File: src/design/pwg_pkg.sv
// Package for the periodic waveform generator.
// Holds shared widths, mode and register codes, controller types and the sine table function.
// Depends on nothing.
package pwg_pkg;

    // Field and register widths.
    localparam int PERIOD_W      = 12;
    localparam int SAMPLE_W      = 12;
    localparam int MODE_W        = 2;
    localparam int CFG_INDEX_W   = 1;
    localparam int CFG_DATA_W    = 12;
    localparam int POSITION_BITS = 12;

    // Reset values of the configuration registers.
    localparam logic [MODE_W-1:0]   WAVE_MODE_RESET = 2'd0;
    localparam logic [PERIOD_W-1:0] PERIOD_RESET    = 12'd100;
    localparam logic [PERIOD_W-1:0] PERIOD_MIN      = 12'd2;

    // Waveform select codes; the unused code plays as square.
    localparam logic [MODE_W-1:0] MODE_SINE   = 2'd0;
    localparam logic [MODE_W-1:0] MODE_SAW    = 2'd1;
    localparam logic [MODE_W-1:0] MODE_SQUARE = 2'd2;

    // Configuration register indexes.
    localparam logic [CFG_INDEX_W-1:0] CFG_WAVE_MODE = 1'd0;
    localparam logic [CFG_INDEX_W-1:0] CFG_PERIOD    = 1'd1;

    // Sine table geometry.
    localparam int SINE_TABLE_DEPTH = 256;
    localparam int SINE_IDX_W       = $clog2(SINE_TABLE_DEPTH);
    localparam int SINE_SHIFT       = SINE_IDX_W + 1;
    localparam int SAW_SHIFT        = SAMPLE_W;

    // Output codes.
    localparam logic [SAMPLE_W-1:0] SINE_OFFSET = 12'd2048;
    localparam logic [SAMPLE_W-1:0] SQUARE_HIGH = 12'd4095;
    localparam logic [SAMPLE_W-1:0] SQUARE_LOW  = 12'd0;

    // Divider geometry: the quotient never exceeds 2048, so twelve steps suffice.
    localparam int DIV_STEPS = 12;
    localparam int DIV_CNT_W = $clog2(DIV_STEPS);
    localparam int REM_W     = PERIOD_W + 1;
    localparam int NUM_W     = PERIOD_W + SAW_SHIFT + 1;

    // Fixed-point constants of the table builder.
    localparam logic [63:0] HALF_PI_Q30 = 64'd1686629713;
    localparam logic [63:0] HALF_Q30    = 64'd536870912;

    // Controller states.
    typedef enum logic [1:0] {
        ST_IDLE,
        ST_DIV,
        ST_FINISH
    } pwg_state_t;

    // Commands from the controller to the datapath.
    typedef struct packed {
        logic start;
        logic step;
        logic load_out;
    } pwg_cmd_t;

    // Status from the datapath to the controller.
    typedef struct packed {
        logic div_last;
    } pwg_status_t;

    // One sine table entry: round(1024 * sin(2*pi*i/depth)), from a quarter-wave
    // Taylor series in Q2.30 with truncated products. Evaluated at elaboration.
    function automatic logic signed [SAMPLE_W-1:0] sine_entry(input int unsigned i);
        logic [63:0] n;
        logic [63:0] quad;
        logic [63:0] r;
        logic [63:0] rr;
        logic [63:0] x;
        logic [63:0] x2;
        logic [63:0] term;
        logic [63:0] pos_sum;
        logic [63:0] neg_sum;
        logic [63:0] s;
        logic [63:0] mag;
        n    = 64'(i) * 64'd4;
        quad = n / SINE_TABLE_DEPTH;
        r    = n % SINE_TABLE_DEPTH;
        rr   = quad[0] ? (64'(SINE_TABLE_DEPTH) - r) : r;
        x    = (HALF_PI_Q30 * rr) / SINE_TABLE_DEPTH;
        x2   = (x * x) >> 30;
        term = x;
        pos_sum = x;
        neg_sum = 64'd0;
        for (int k = 1; k <= 8; k++) begin
            term = (term * x2) >> 30;
            // Each term divides by (2k)(2k+1) for its step of the series.
            unique case (k)
                1:       term = term / 64'd6;
                2:       term = term / 64'd20;
                3:       term = term / 64'd42;
                4:       term = term / 64'd72;
                5:       term = term / 64'd110;
                6:       term = term / 64'd156;
                7:       term = term / 64'd210;
                default: term = term / 64'd272;
            endcase
            if (k % 2 == 1) begin
                neg_sum = neg_sum + term;
            end else begin
                pos_sum = pos_sum + term;
            end
        end
        s   = (pos_sum > neg_sum) ? (pos_sum - neg_sum) : 64'd0;
        mag = (s * 64'd1024 + HALF_Q30) >> 30;
        if (quad >= 64'd2) begin
            return SAMPLE_W'(-$signed(mag));
        end
        return SAMPLE_W'(mag);
    endfunction

endpackage

File: src/design/periodic_waveform_generator.sv
// Top level of the periodic waveform generator: configuration registers and
// the controller and datapath instances. Depends on pwg_pkg, pwg_ctrl, pwg_datapath.
//
// Each input transfer is one sample tick and yields exactly one result transfer
// carrying a 12-bit DAC code and a flag on the last sample of the period. An item
// passes from acceptance to a loaded result through the accept, twelve steps of
// the shared restoring divider that forms round(pos*N/period), and the table lookup
// and output load, which waits while the output register is full. The next item is
// accepted while a finished result still waits in the output register. Write
// wave_mode and period_samples only while the block is idle.
module periodic_waveform_generator
    import pwg_pkg::*;
#(
    parameter int POSITION_BITS = pwg_pkg::POSITION_BITS
) (
    input  logic                   aclk,
    input  logic                   aresetn,
    input  logic                   cfg_we,
    input  logic [CFG_INDEX_W-1:0] cfg_index,
    input  logic [CFG_DATA_W-1:0]  cfg_wdata,
    input  logic                   s_valid,
    output logic                   s_ready,
    input  logic                   s_restart,
    output logic                   m_valid,
    input  logic                   m_ready,
    output logic [SAMPLE_W-1:0]    m_sample,
    output logic                   m_period_end
);

    logic [MODE_W-1:0]   wave_mode_reg;
    logic [PERIOD_W-1:0] period_reg;
    pwg_cmd_t            cmd;
    pwg_status_t         status;

    // Configuration registers.
    always_ff @(posedge aclk) begin
        if (!aresetn) begin
            wave_mode_reg <= WAVE_MODE_RESET;
            period_reg    <= PERIOD_RESET;
        end else if (cfg_we) begin
            unique case (cfg_index)
                CFG_WAVE_MODE: wave_mode_reg <= cfg_wdata[MODE_W-1:0];
                CFG_PERIOD:    period_reg    <= cfg_wdata[PERIOD_W-1:0];
                default: begin
                end
            endcase
        end
    end

    pwg_ctrl u_ctrl (
        .aclk    (aclk),
        .aresetn (aresetn),
        .s_valid (s_valid),
        .s_ready (s_ready),
        .m_valid (m_valid),
        .m_ready (m_ready),
        .status  (status),
        .cmd     (cmd)
    );

    pwg_datapath #(
        .POSITION_BITS (POSITION_BITS)
    ) u_datapath (
        .aclk           (aclk),
        .aresetn        (aresetn),
        .cmd            (cmd),
        .status         (status),
        .wave_mode      (wave_mode_reg),
        .period_samples (period_reg),
        .s_restart      (s_restart),
        .m_sample       (m_sample),
        .m_period_end   (m_period_end)
    );

endmodule

File: src/design/pwg_ctrl.sv
// Controller state machine of the periodic waveform generator.
// Sequences the accept, the divider steps and the output register load.
// Depends on pwg_pkg.
module pwg_ctrl
    import pwg_pkg::*;
(
    input  logic        aclk,
    input  logic        aresetn,
    input  logic        s_valid,
    output logic        s_ready,
    output logic        m_valid,
    input  logic        m_ready,
    input  pwg_status_t status,
    output pwg_cmd_t    cmd
);

    pwg_state_t state_reg;
    pwg_state_t state_next;
    logic       m_valid_reg;
    logic       m_valid_next;

    // State and output valid registers.
    always_ff @(posedge aclk) begin
        if (!aresetn) begin
            state_reg   <= ST_IDLE;
            m_valid_reg <= 1'b0;
        end else begin
            state_reg   <= state_next;
            m_valid_reg <= m_valid_next;
        end
    end

    // Next state and commands.
    always_comb begin
        state_next = state_reg;
        cmd        = '0;
        s_ready    = 1'b0;
        unique case (state_reg)
            ST_IDLE: begin
                s_ready = 1'b1;
                if (s_valid) begin
                    cmd.start  = 1'b1;
                    state_next = ST_DIV;
                end
            end
            ST_DIV: begin
                cmd.step = 1'b1;
                if (status.div_last) begin
                    state_next = ST_FINISH;
                end
            end
            ST_FINISH: begin
                // The result moves to the output register once it is free.
                if (!m_valid_reg || m_ready) begin
                    cmd.load_out = 1'b1;
                    state_next   = ST_IDLE;
                end
            end
            default: begin
                state_next = ST_IDLE;
            end
        endcase
    end

    // Output valid holds until the transfer completes.
    always_comb begin
        if (cmd.load_out) begin
            m_valid_next = 1'b1;
        end else if (m_ready) begin
            m_valid_next = 1'b0;
        end else begin
            m_valid_next = m_valid_reg;
        end
    end

    assign m_valid = m_valid_reg;

`ifndef ASSERT_OFF
    a_start_enters_div: assert property (@(posedge aclk) disable iff (!aresetn)
        cmd.start |=> (state_reg == ST_DIV))
        else $error("start did not enter the divide state");
    a_finish_waits: assert property (@(posedge aclk) disable iff (!aresetn)
        (state_reg == ST_FINISH && m_valid_reg && !m_ready) |=> (state_reg == ST_FINISH))
        else $error("finished result left while the output register was full");
    a_load_sets_valid: assert property (@(posedge aclk) disable iff (!aresetn)
        cmd.load_out |=> m_valid_reg)
        else $error("output load did not raise valid");
`endif

endmodule

File: src/design/pwg_datapath.sv
// Datapath of the periodic waveform generator: position counter, shared
// restoring divider, sine table and output payload registers.
// Depends on pwg_pkg.
module pwg_datapath
    import pwg_pkg::*;
#(
    parameter int POSITION_BITS = pwg_pkg::POSITION_BITS
) (
    input  logic                aclk,
    input  logic                aresetn,
    input  pwg_cmd_t            cmd,
    output pwg_status_t         status,
    input  logic [MODE_W-1:0]   wave_mode,
    input  logic [PERIOD_W-1:0] period_samples,
    input  logic                s_restart,
    output logic [SAMPLE_W-1:0] m_sample,
    output logic                m_period_end
);

    localparam int CW = (POSITION_BITS > PERIOD_W) ? POSITION_BITS : PERIOD_W;

    logic [POSITION_BITS-1:0] pos_reg;
    logic [POSITION_BITS-1:0] pos_next;
    logic [PERIOD_W-1:0]      cur_pos_reg;
    logic [PERIOD_W-1:0]      per_reg;
    logic [MODE_W-1:0]        mode_reg;
    logic                     end_reg;
    logic [REM_W-1:0]         rem_reg;
    logic [REM_W-1:0]         rem_next;
    logic [DIV_STEPS-1:0]     quo_reg;
    logic [DIV_CNT_W-1:0]     cnt_reg;
    logic [SAMPLE_W-1:0]      sample_reg;
    logic                     period_end_reg;

    logic [PERIOD_W-1:0] p_eff;
    logic [CW-1:0]       pos_ext;
    logic [CW-1:0]       p_ext;
    logic [CW-1:0]       pos_clamp;
    logic                end_now;
    logic [PERIOD_W-1:0] pos_short;
    logic [NUM_W-1:0]    numer;
    logic [REM_W-1:0]    divisor;
    logic [REM_W:0]      trial;
    logic                trial_ge;
    logic [SAMPLE_W-1:0] sample_calc;

    logic signed [SAMPLE_W-1:0] sine_rom [SINE_TABLE_DEPTH];

    // Constant sine table, built at elaboration.
    for (genvar g = 0; g < SINE_TABLE_DEPTH; g++) begin : g_rom
        assign sine_rom[g] = sine_entry(g);
    end

    // Position of this tick after restart, short-period and stale-position handling.
    always_comb begin
        p_eff     = (period_samples < PERIOD_MIN) ? PERIOD_MIN : period_samples;
        pos_ext   = CW'(pos_reg);
        p_ext     = CW'(p_eff);
        pos_clamp = (s_restart || pos_ext >= p_ext) ? '0 : pos_ext;
        end_now   = (pos_clamp == p_ext - CW'(1));
        pos_next  = end_now ? '0 : POSITION_BITS'(pos_clamp + CW'(1));
        pos_short = pos_clamp[PERIOD_W-1:0];
        if (wave_mode == MODE_SINE) begin
            numer = (NUM_W'(pos_short) << SINE_SHIFT) + NUM_W'(p_eff);
        end else begin
            numer = (NUM_W'(pos_short) << SAW_SHIFT) + NUM_W'(p_eff);
        end
    end

    // One restoring divide step against twice the period.
    always_comb begin
        divisor  = {per_reg, 1'b0};
        trial    = {rem_reg, quo_reg[DIV_STEPS-1]};
        trial_ge = (trial >= {1'b0, divisor});
        rem_next = trial_ge ? REM_W'(trial - {1'b0, divisor}) : trial[REM_W-1:0];
    end

    assign status.div_last = (cnt_reg == DIV_CNT_W'(DIV_STEPS - 1));

    // Sample selection from the quotient or the position.
    always_comb begin
        unique case (mode_reg)
            MODE_SINE: begin
                sample_calc = SINE_OFFSET + SAMPLE_W'(sine_rom[quo_reg[SINE_IDX_W-1:0]]);
            end
            MODE_SAW: begin
                sample_calc = quo_reg[SAMPLE_W-1:0];
            end
            default: begin
                sample_calc = (cur_pos_reg < (per_reg >> 1)) ? SQUARE_HIGH : SQUARE_LOW;
            end
        endcase
    end

    // Position counter state.
    always_ff @(posedge aclk) begin
        if (!aresetn) begin
            pos_reg <= '0;
        end else if (cmd.start) begin
            pos_reg <= pos_next;
        end
    end

    // Divider and per-item registers.
    always_ff @(posedge aclk) begin
        if (cmd.start) begin
            cur_pos_reg <= pos_short;
            per_reg     <= p_eff;
            mode_reg    <= wave_mode;
            end_reg     <= end_now;
            rem_reg     <= numer[NUM_W-1:DIV_STEPS];
            quo_reg     <= numer[DIV_STEPS-1:0];
            cnt_reg     <= '0;
        end else if (cmd.step) begin
            rem_reg <= rem_next;
            quo_reg <= {quo_reg[DIV_STEPS-2:0], trial_ge};
            cnt_reg <= cnt_reg + DIV_CNT_W'(1);
        end
    end

    // Output payload registers.
    always_ff @(posedge aclk) begin
        if (cmd.load_out) begin
            sample_reg     <= sample_calc;
            period_end_reg <= end_reg;
        end
    end

    assign m_sample     = sample_reg;
    assign m_period_end = period_end_reg;

`ifndef ASSERT_OFF
    a_rem_bounded: assert property (@(posedge aclk) disable iff (!aresetn)
        cmd.step |-> (rem_reg < {per_reg, 1'b0}))
        else $error("divider remainder out of range");
    a_pos_in_period: assert property (@(posedge aclk) disable iff (!aresetn)
        cmd.start |=> (cur_pos_reg < per_reg))
        else $error("position not inside the period");
`endif

endmodule

File: config.mk
export PLATFORM = sky130hd
export DESIGN_NAME = periodic_waveform_generator
export DESIGN_NICKNAME = d
export VERILOG_FILES = /design/src/design/pwg_pkg.sv /design/src/design/periodic_waveform_generator.sv /design/src/design/pwg_ctrl.sv /design/src/design/pwg_datapath.sv
export SDC_FILE = /design/constraint.sdc
export NUM_CORES = 1
export LEC_CHECK = 0
export ABC_AREA = 1
export BUFFER_PORTS_ARGS = -buffer_cell sky130_fd_sc_hd__buf_2
export CAP_MARGIN = 20
export CORE_ASPECT_RATIO = 0.5
export CORE_UTILIZATION = 35
export CTS_BUF_LIST = sky130_fd_sc_hd__clkbuf_8
export CTS_CLUSTER_SIZE = 28
export DETAILED_ROUTE_END_ITERATION = 16
export PLACE_DENSITY = 0.58
export SYNTH_ARGS = -nofsm -noshare
export SYNTH_HDL_FRONTEND = slang
export SYNTH_SLANG_ARGS = --single-unit
File: constraint.sdc
create_clock -name aclk -period 3.8 [get_ports aclk]
set_input_delay 0.38 -clock aclk [delete_from_list [all_inputs] [get_ports aclk]]
set_output_delay 0.38 -clock aclk [all_outputs]
set_load 0.02 [all_outputs]
==> Yosys cells after proc, flatten, opt, wreduce, memory -nomap -nowiden <==
Memory sizes are Yosys's and may differ from the RTL's.
Cells that the tools add are included.
{ "totals": {"reg_bits": 98, "mem_bits_ro": 3072, "in_bits": 19, "out_inout_bits": 15, "elab_cells": 73, "n_memories": 1} }
{ "mem_list": {"columns": ["name", "words", "width", "read_ports", "rd_ports_with_merged_regs", "write_ports", "line_no", "source"], "rows": [
  ["(no name shown)", 256, 12, 1, 0, 0, "pwg_datapath.sv:84", "sample_calc = SINE_OFFSET + SAMPLE_W'(sine_rom[quo_reg[SINE_IDX_W-1:0]]);"]
]} }
{ "op_classes": {"add_sub_neg": 7, "order_cmp": 5, "n_eq_ne": 8, "muxes": 25, "bitwise": 2, "reduce_logical": 11} }
{ "op_table": {"columns": ["op", "n"], "rows": [
  ["2-to-1 mux 12 bit", 8],
  ["2-to-1 mux 13 bit", 3],
  ["adder 24 x 12 -> 25 bit", 1],
  ["2-to-1 mux 25 bit", 1],
  ["case mux 12 bit (2 select lines)", 1],
  ["adder 21 x 12 -> 22 bit", 1],
  [">= comparator 14 x 13 -> 1 bit", 1],
  ["subtractor 13 bit", 1],
  ["adder 12 x 1 -> 12 bit, second input constant", 1],
  ["adder 12 bit, first input constant", 1],
  ["== test 12 bit", 1],
  [">= comparator 12 bit", 1],
  ["< comparator 12 x 11 -> 1 bit", 1],
  ["< comparator 12 x 2 -> 1 bit, second input constant", 1],
  ["subtractor 12 x 1 -> 12 bit, second input constant", 1],
  [">= comparator 9 bit, second input constant", 1],
  ["NOT 8 -> 9 bit", 1],
  ["2-to-1 mux 1 bit", 8],
  ["zero test 2 bit", 3],
  ["2-to-1 mux 2 bit", 3],
  ["case mux 2 bit (3 select lines)", 1],
  ["adder 4 x 1 -> 4 bit, second input constant", 1],
  ["== test 2 x 1 -> 1 bit, second input constant", 2],
  ["== test 4 bit, second input constant", 1],
  ["9 further kinds", 13]
]} }

==> Longest topological paths before layout <==
{ "logic_depth": {"depth_word": 8, "ltp_mapped": 26, "mapped_depth_nobuf": 25} }

==> Hierarchy <==
Synthesis repeated with hierarchy kept, for this count alone.
{ "unflattened": {"hier_cells": 1275, "area_unflattened_um2": 8739.6} }
{ "by_module_without_submodules": {"columns": ["module", "instances", "cells_per_inst", "area_each_um2"], "rows": [
  ["pwg_datapath", 1, 1185, 8067.7],
  ["periodic_waveform_generator", 1, 68, 519.2],
  ["pwg_ctrl", 1, 22, 152.6]
]} }

==> Worst setup path before layout <==
No wires, ideal clock.
{ "synth_timing": {"path_kind": "register -> register", "startpoint": "register period_reg[10]", "endpoint": "register u_datapath.rem_reg[5], data pin", "t_arrival_ns": 3.294, "path_slack_ns": 0.249, "stages_incl_launch_ff": 26, "synth_period_minus_slack_ns": 3.551, "path_cell_list": "dfxtp_1 > inv_1 > nand2_1 > nor2_1 > nand2_1 > nand2_1 > inv_1 > ha_1 > nand2_1 > nand3_1 > nand2_1 > nand2_1 > nand2_2 > buf_6 > nand3_1 > inv_1 > ha_1 > inv_1 > fa_1 > nor2_1 > o21ai_1 > nor2_1 > nand2_1 > xor2_1 > o21ai_1 > nand2_1"} }
{ "synth_between": {"elab_chain_len": 8} }
{ "synth_lines": {"columns": ["item", "line_no", "source"], "rows": [
  ["start: declaration", "periodic_waveform_generator.sv:31", "logic [PERIOD_W-1:0] period_reg;"],
  ["start signal: assignment", "periodic_waveform_generator.sv:43", "CFG_PERIOD: period_reg <= cfg_wdata[PERIOD_W-1:0];"],
  ["< comparator 12 x 2 -> 1 bit", "pwg_datapath.sv:56", "p_eff = (period_samples < PERIOD_MIN) ? PERIOD_MIN : period_samples;"],
  ["2-to-1 mux 12 bit *", "pwg_datapath.sv:56", null],
  [">= comparator 12 bit *", "pwg_datapath.sv:59", "pos_clamp = (s_restart || pos_ext >= p_ext) ? '0 : pos_ext;"],
  ["logical OR 1 bit *", "pwg_datapath.sv:59", null],
  ["2-to-1 mux 12 bit *", "pwg_datapath.sv:59", null],
  ["net u_datapath.pos_clamp[0]", "pwg_datapath.sv:38", "logic [CW-1:0] pos_clamp;"],
  ["adder 24 x 12 -> 25 bit / adder 21 x 12 -> 22 bit (equally long branches)", "pwg_datapath.sv:66, pwg_datapath.sv:64", null],
  ["2-to-1 mux 25 bit *", "pwg_datapath.sv:63", "if (wave_mode == MODE_SINE) begin"],
  ["2-to-1 mux 13 bit *", "pwg_datapath.sv:106", "if (cmd.start) begin"],
  ["end signal: assignment", "pwg_datapath.sv:111", "rem_reg <= numer[NUM_W-1:DIV_STEPS];"],
  ["end signal: assignment", "pwg_datapath.sv:115", "rem_reg <= rem_next;"],
  ["end: declaration", "pwg_datapath.sv:28", "logic [REM_W-1:0] rem_reg;"]
]} }
The timed path passes the listed nets; every way through them passes the cells marked *.
A chain may end at the register's enable or synchronous reset.

==> Worst setup path in the final report <==
{ "layout_timing": {"startpoint": "register period_reg[6]", "endpoint": "register u_datapath.rem_reg[5], data pin"} }
Same word-level chain as after synthesis.

==> impl_metrics.env <==
export IMPL_worstPathArrival_ps=3680
export IMPL_vias_per_cell=5.62
export IMPL_maxClockFrequency_ghz=0.282
export IMPL_regToRegStartpoint="period_reg[6]"
export IMPL_routed_via_count=9307
export IMPL_postSynth_asyncResetShare=0
export IMPL_synth_avg_cell_area_um2=6.69
export IMPL_crit_path_class="flop to flop"
export IMPL_filler_cells_inserted=2621
export IMPL_setup_violations=0
export IMPL_hold_violations=0
export IMPL_root_buffer="sky130_fd_sc_hd__clkbuf_8"
export IMPL_detail_route_antenna_nets=0
export IMPL_clock_sinks=98
export IMPL_synth_lib_cells_used_distinct=50
export IMPL_worst_slew_margin_rel=0.402
export IMPL_synth_seq_area_share=0.303
export IMPL_setup_worst_path_start_class="flop"
export IMPL_holdWs_ps=213
export IMPL_io_pins=34
export IMPL_tritoncts_num_buffers=9
export IMPL_number_of_global_route_vias_before_repair=8862
export IMPL_yosys_warnings=0
export IMPL_reg2reg_slack_ps=260
export IMPL_global_route_met3_usage=0.0415
export IMPL_grt_overflow=0
export IMPL_final_setup_skew_ps=15.8
export IMPL_timing_critical_path_buf_inv=3
export IMPL_post_synth_instance_area_mm2=0.00861
export IMPL_layout_drive_gt1_share=0.0939
export IMPL_wl_um=32700
export IMPL_floorplan_core_area_mm2=0.0241
export IMPL_area_growth_pct=11.3
export IMPL_depth_of_the_cts_h_tree=3
export IMPL_setup_tns_ps=0
export IMPL_drt_wirelength_per_cell_um=19.7
export IMPL_period_share=0.932
export IMPL_hpwl_um=25100
export IMPL_vdd_ir_drop_worst_mv=0.157
export IMPL_grt_met2_usage=0.413
export IMPL_dieArea_mm2=0.0253
export IMPL_global_route_usage_met1=0.347
export IMPL_crit_cells=24
export IMPL_dr_first_iter_drc_count=1178
export IMPL_n_antenna_cell=0
export IMPL_cellPowerDensity_mw_per_mm2=479
export IMPL_grt_start_max_net_pins=59
export IMPL_row_count=40
export IMPL_regToRegEndpoint="u_datapath.rem_reg[5]"
export IMPL_rr_worst_depth=24
export IMPL_post_detailed_route_drc_marker_count=0
export IMPL_crit_chain="nor2_1 > nand2_1 > nor2_1 > nand2_1 > nand2_2 > inv_1 > ha_1 > nand2_1 > nand3_1 > nand2_1 > nand2_1 > nand2_2 > nand3_2 > inv_2 > ha_1 > inv_1 > fa_1 > nor2_1 > o21ai_1 > nor2_2 > nand2_1 > xor2_1 > o21ai_1 > nand2_1"
export IMPL_finalNetCount=1390
export IMPL_grt_busiest_layer="met2"
export IMPL_critical_path_most_common_cell="sky130_fd_sc_hd__nand2_1"
export IMPL_synthDominantAreaCellType="sky130_fd_sc_hd__edfxtp_1"
export IMPL_finalCriticalPeriod_ps=3540
export IMPL_cts_tree="yes"
export IMPL_worstHoldStart="cfg_wdata[2]"
export IMPL_final_max_slew_violation_count=0
export IMPL_ys_ff_latch=98
export IMPL_crit_path_max_incr_delay_ps=370
export IMPL_crit_slowest_cell="sky130_fd_sc_hd__fa_1"
export IMPL_min_to="period_reg[2]"
export IMPL_cap_viol_max_count=0
export IMPL_least_margin_pin_slew_ps=894
export IMPL_netlist_instances=1288
export IMPL_grt_usage=0.261
export IMPL_routabilityCongestion=1.01
export IMPL_grt_antenna_before_repair=0
export IMPL_hold_path_class="primary input to flop"
export IMPL_post_synth_main_area_contributors="sky130_fd_sc_hd__edfxtp_1 23%, sky130_fd_sc_hd__nand2_1 14%, sky130_fd_sc_hd__ha_1 7.8%"
export IMPL_insertion_delay_ps=380
export IMPL_final_util=0.398
export IMPL_netlist_area_leader_share=0.227
export IMPL_first_pass_iters=6
export IMPL_number_of_synthesized_flops_with_an_enable_pin=65
export IMPL_critPathTopFamily="simple AND/OR/NAND/NOR gates"
export IMPL_synth_ff_type="sky130_fd_sc_hd__edfxtp_1"
export IMPL_worst_setup_hold_path_clk_slew_ps=100
export IMPL_largest_reg_flops=13
export IMPL_cp_end_kind="flop"
export IMPL_buffer_ports_inserted=33
export IMPL_cp_required_ps=3930
export IMPL_multi_input_comb_area_mm2=0.00524
export IMPL_cts_path_max_buffers=2
export IMPL_die_width_um=224
export IMPL_grt_pass1_wl_um=50500
export IMPL_cellLeakagePower_nw=4.31
export IMPL_holdBufCountCts=0
export IMPL_synth_nets=1363
export IMPL_regArea_mm2=0.00262
export IMPL_cp_max_fo=5
export IMPL_fp_dieH_um=113
export IMPL_starting_utilization_of_the_core_area=0.358
export IMPL_run_status="finished, final reports clean"
export IMPL_hold_crit_depth=3
export IMPL_post_layout_total_power_mw=4.59
[metrics by stage]
step / std cells / area [um2] / worst slack [ps]
3_3_place_gp: 1638 / 9290 / 335
6_report: 1656 / 9590 / 259
3_5_place_dp: 1638 / 9290 / 247
2_1_floorplan: 1288 / 8610 / 249
4_1_cts: 1654 / 9540 / 212
5_1_grt: 1656 / 9590 / -6.16
[kinds of logic (layout without fill, tap and decap cells)]
group / count (synthesis) / in the layout / share of synthesized area
fa+ha+maj: 56 / 56 / 0.0831
xor+xnor: 17 / 17 / 0.0173
simple gates: 614 / 614 / 0.300
compound gates: 299 / 299 / 0.205
buf+inv: 204 / 236 / 0.0909
flops: 98 / 98 / 0.303
[worst reg2reg max path, delay by kind of cell (launching register included)]
family,cells,cell delay (ps)
AOI/OAI and AO/OA,2,250
DFF,1,360
buffers and inverters,3,210
and+or+nand+nor,15,1480
xor gates and xnor gates,1,150
adders and majority gates,3,850
[layout make-up]
| class | count | share of cell area |
|---|---|---|
| Sequential cell | 98 | 0.273 |
| Tap cell | 336 | 0.0439 |
| Clock inverter | 6 | 0.0116 |
| Clock buffer | 10 | 0.0144 |
| Timing Repair Buffer | 79 | 0.0553 |
| Multi-Input combinational cell | 986 | 0.547 |
| Inverter | 141 | 0.0552 |
[cells in the final DEF, fill, tap and decap left out, drive strengths merged, types with 10 or more instances in the layout]
cell type	count
nand2	326
inv	141
nor2	140
a21oi	104
o21ai	103
nand3	101
buf	79
edfxtp	65
ha	54
dfxtp	33
o211ai	26
nand4	22
nor3	13
xor2	12
clkbuf	10
o311ai	10
[routing by layer]
metal  part of all wire  routed length (um)
met1               0.44               14400
met2               0.43               14100
met3              0.078                2560
met4              0.050                1620
met5                  0                   0
[worst max path at each step]
stage	startpoint	end
global route	period_reg[11]	u_datapath.rem_reg[6]
detailed placement	period_reg[6]	u_datapath.rem_reg[6]
CTS	period_reg[6]	u_datapath.rem_reg[6]
global placement	period_reg[6]	u_datapath.rem_reg[5]
floorplan	period_reg[10]	u_datapath.rem_reg[5]
finish	period_reg[6]	u_datapath.rem_reg[5]
[report_power, final]
part	switching [mW]	leakage, nW	total [mW]	internal (mW)
registers	0.105	0.903	1.42	1.31
logic	1.59	3.28	2.33	0.739
clock network	0.385	0.129	0.843	0.458
[cell usage after synthesis (2+ instances only)]
cell	count
sky130_fd_sc_hd__o31ai_1	5
sky130_fd_sc_hd__inv_1	134
sky130_fd_sc_hd__nor3_1	12
sky130_fd_sc_hd__o41ai_1	3
sky130_fd_sc_hd__a211oi_1	2
sky130_fd_sc_hd__a22oi_1	2
sky130_fd_sc_hd__ha_1	54
sky130_fd_sc_hd__o2111ai_1	8
sky130_fd_sc_hd__nor2_2	2
sky130_fd_sc_hd__o211ai_1	26
sky130_fd_sc_hd__inv_2	4
sky130_fd_sc_hd__or2_2	5
sky130_fd_sc_hd__o311ai_0	10
sky130_fd_sc_hd__xor2_1	12
sky130_fd_sc_hd__nand2_1	324
sky130_fd_sc_hd__a21o_1	3
sky130_fd_sc_hd__o21a_1	4
sky130_fd_sc_hd__clkbuf_1	50
sky130_fd_sc_hd__o221ai_1	8
sky130_fd_sc_hd__nand3b_1	5
sky130_fd_sc_hd__nand3_2	6
sky130_fd_sc_hd__o22ai_1	6
sky130_fd_sc_hd__buf_2	5
sky130_fd_sc_hd__edfxtp_1	65
sky130_fd_sc_hd__nand3_1	95
sky130_fd_sc_hd__a31oi_1	6
sky130_fd_sc_hd__a221oi_1	3
sky130_fd_sc_hd__a21oi_1	103
sky130_fd_sc_hd__o21ai_0	101
sky130_fd_sc_hd__fa_1	2
sky130_fd_sc_hd__nor2_1	138
sky130_fd_sc_hd__nand2_2	2
sky130_fd_sc_hd__clkinv_1	3
sky130_fd_sc_hd__dfxtp_1	33
sky130_fd_sc_hd__xnor2_1	5
sky130_fd_sc_hd__o21ai_1	2
sky130_fd_sc_hd__nand4_1	22
sky130_fd_sc_hd__buf_1	6
[timing repair]
| item | 4_1_cts | 5_1_grt |
|---|---|---|
| endpoints found under the setup margin | 0 | 4 |
| setup buffers | 0 | 1 |
| gates resized for setup | 0 | 9 |
(Power assumes the default switching activity.)
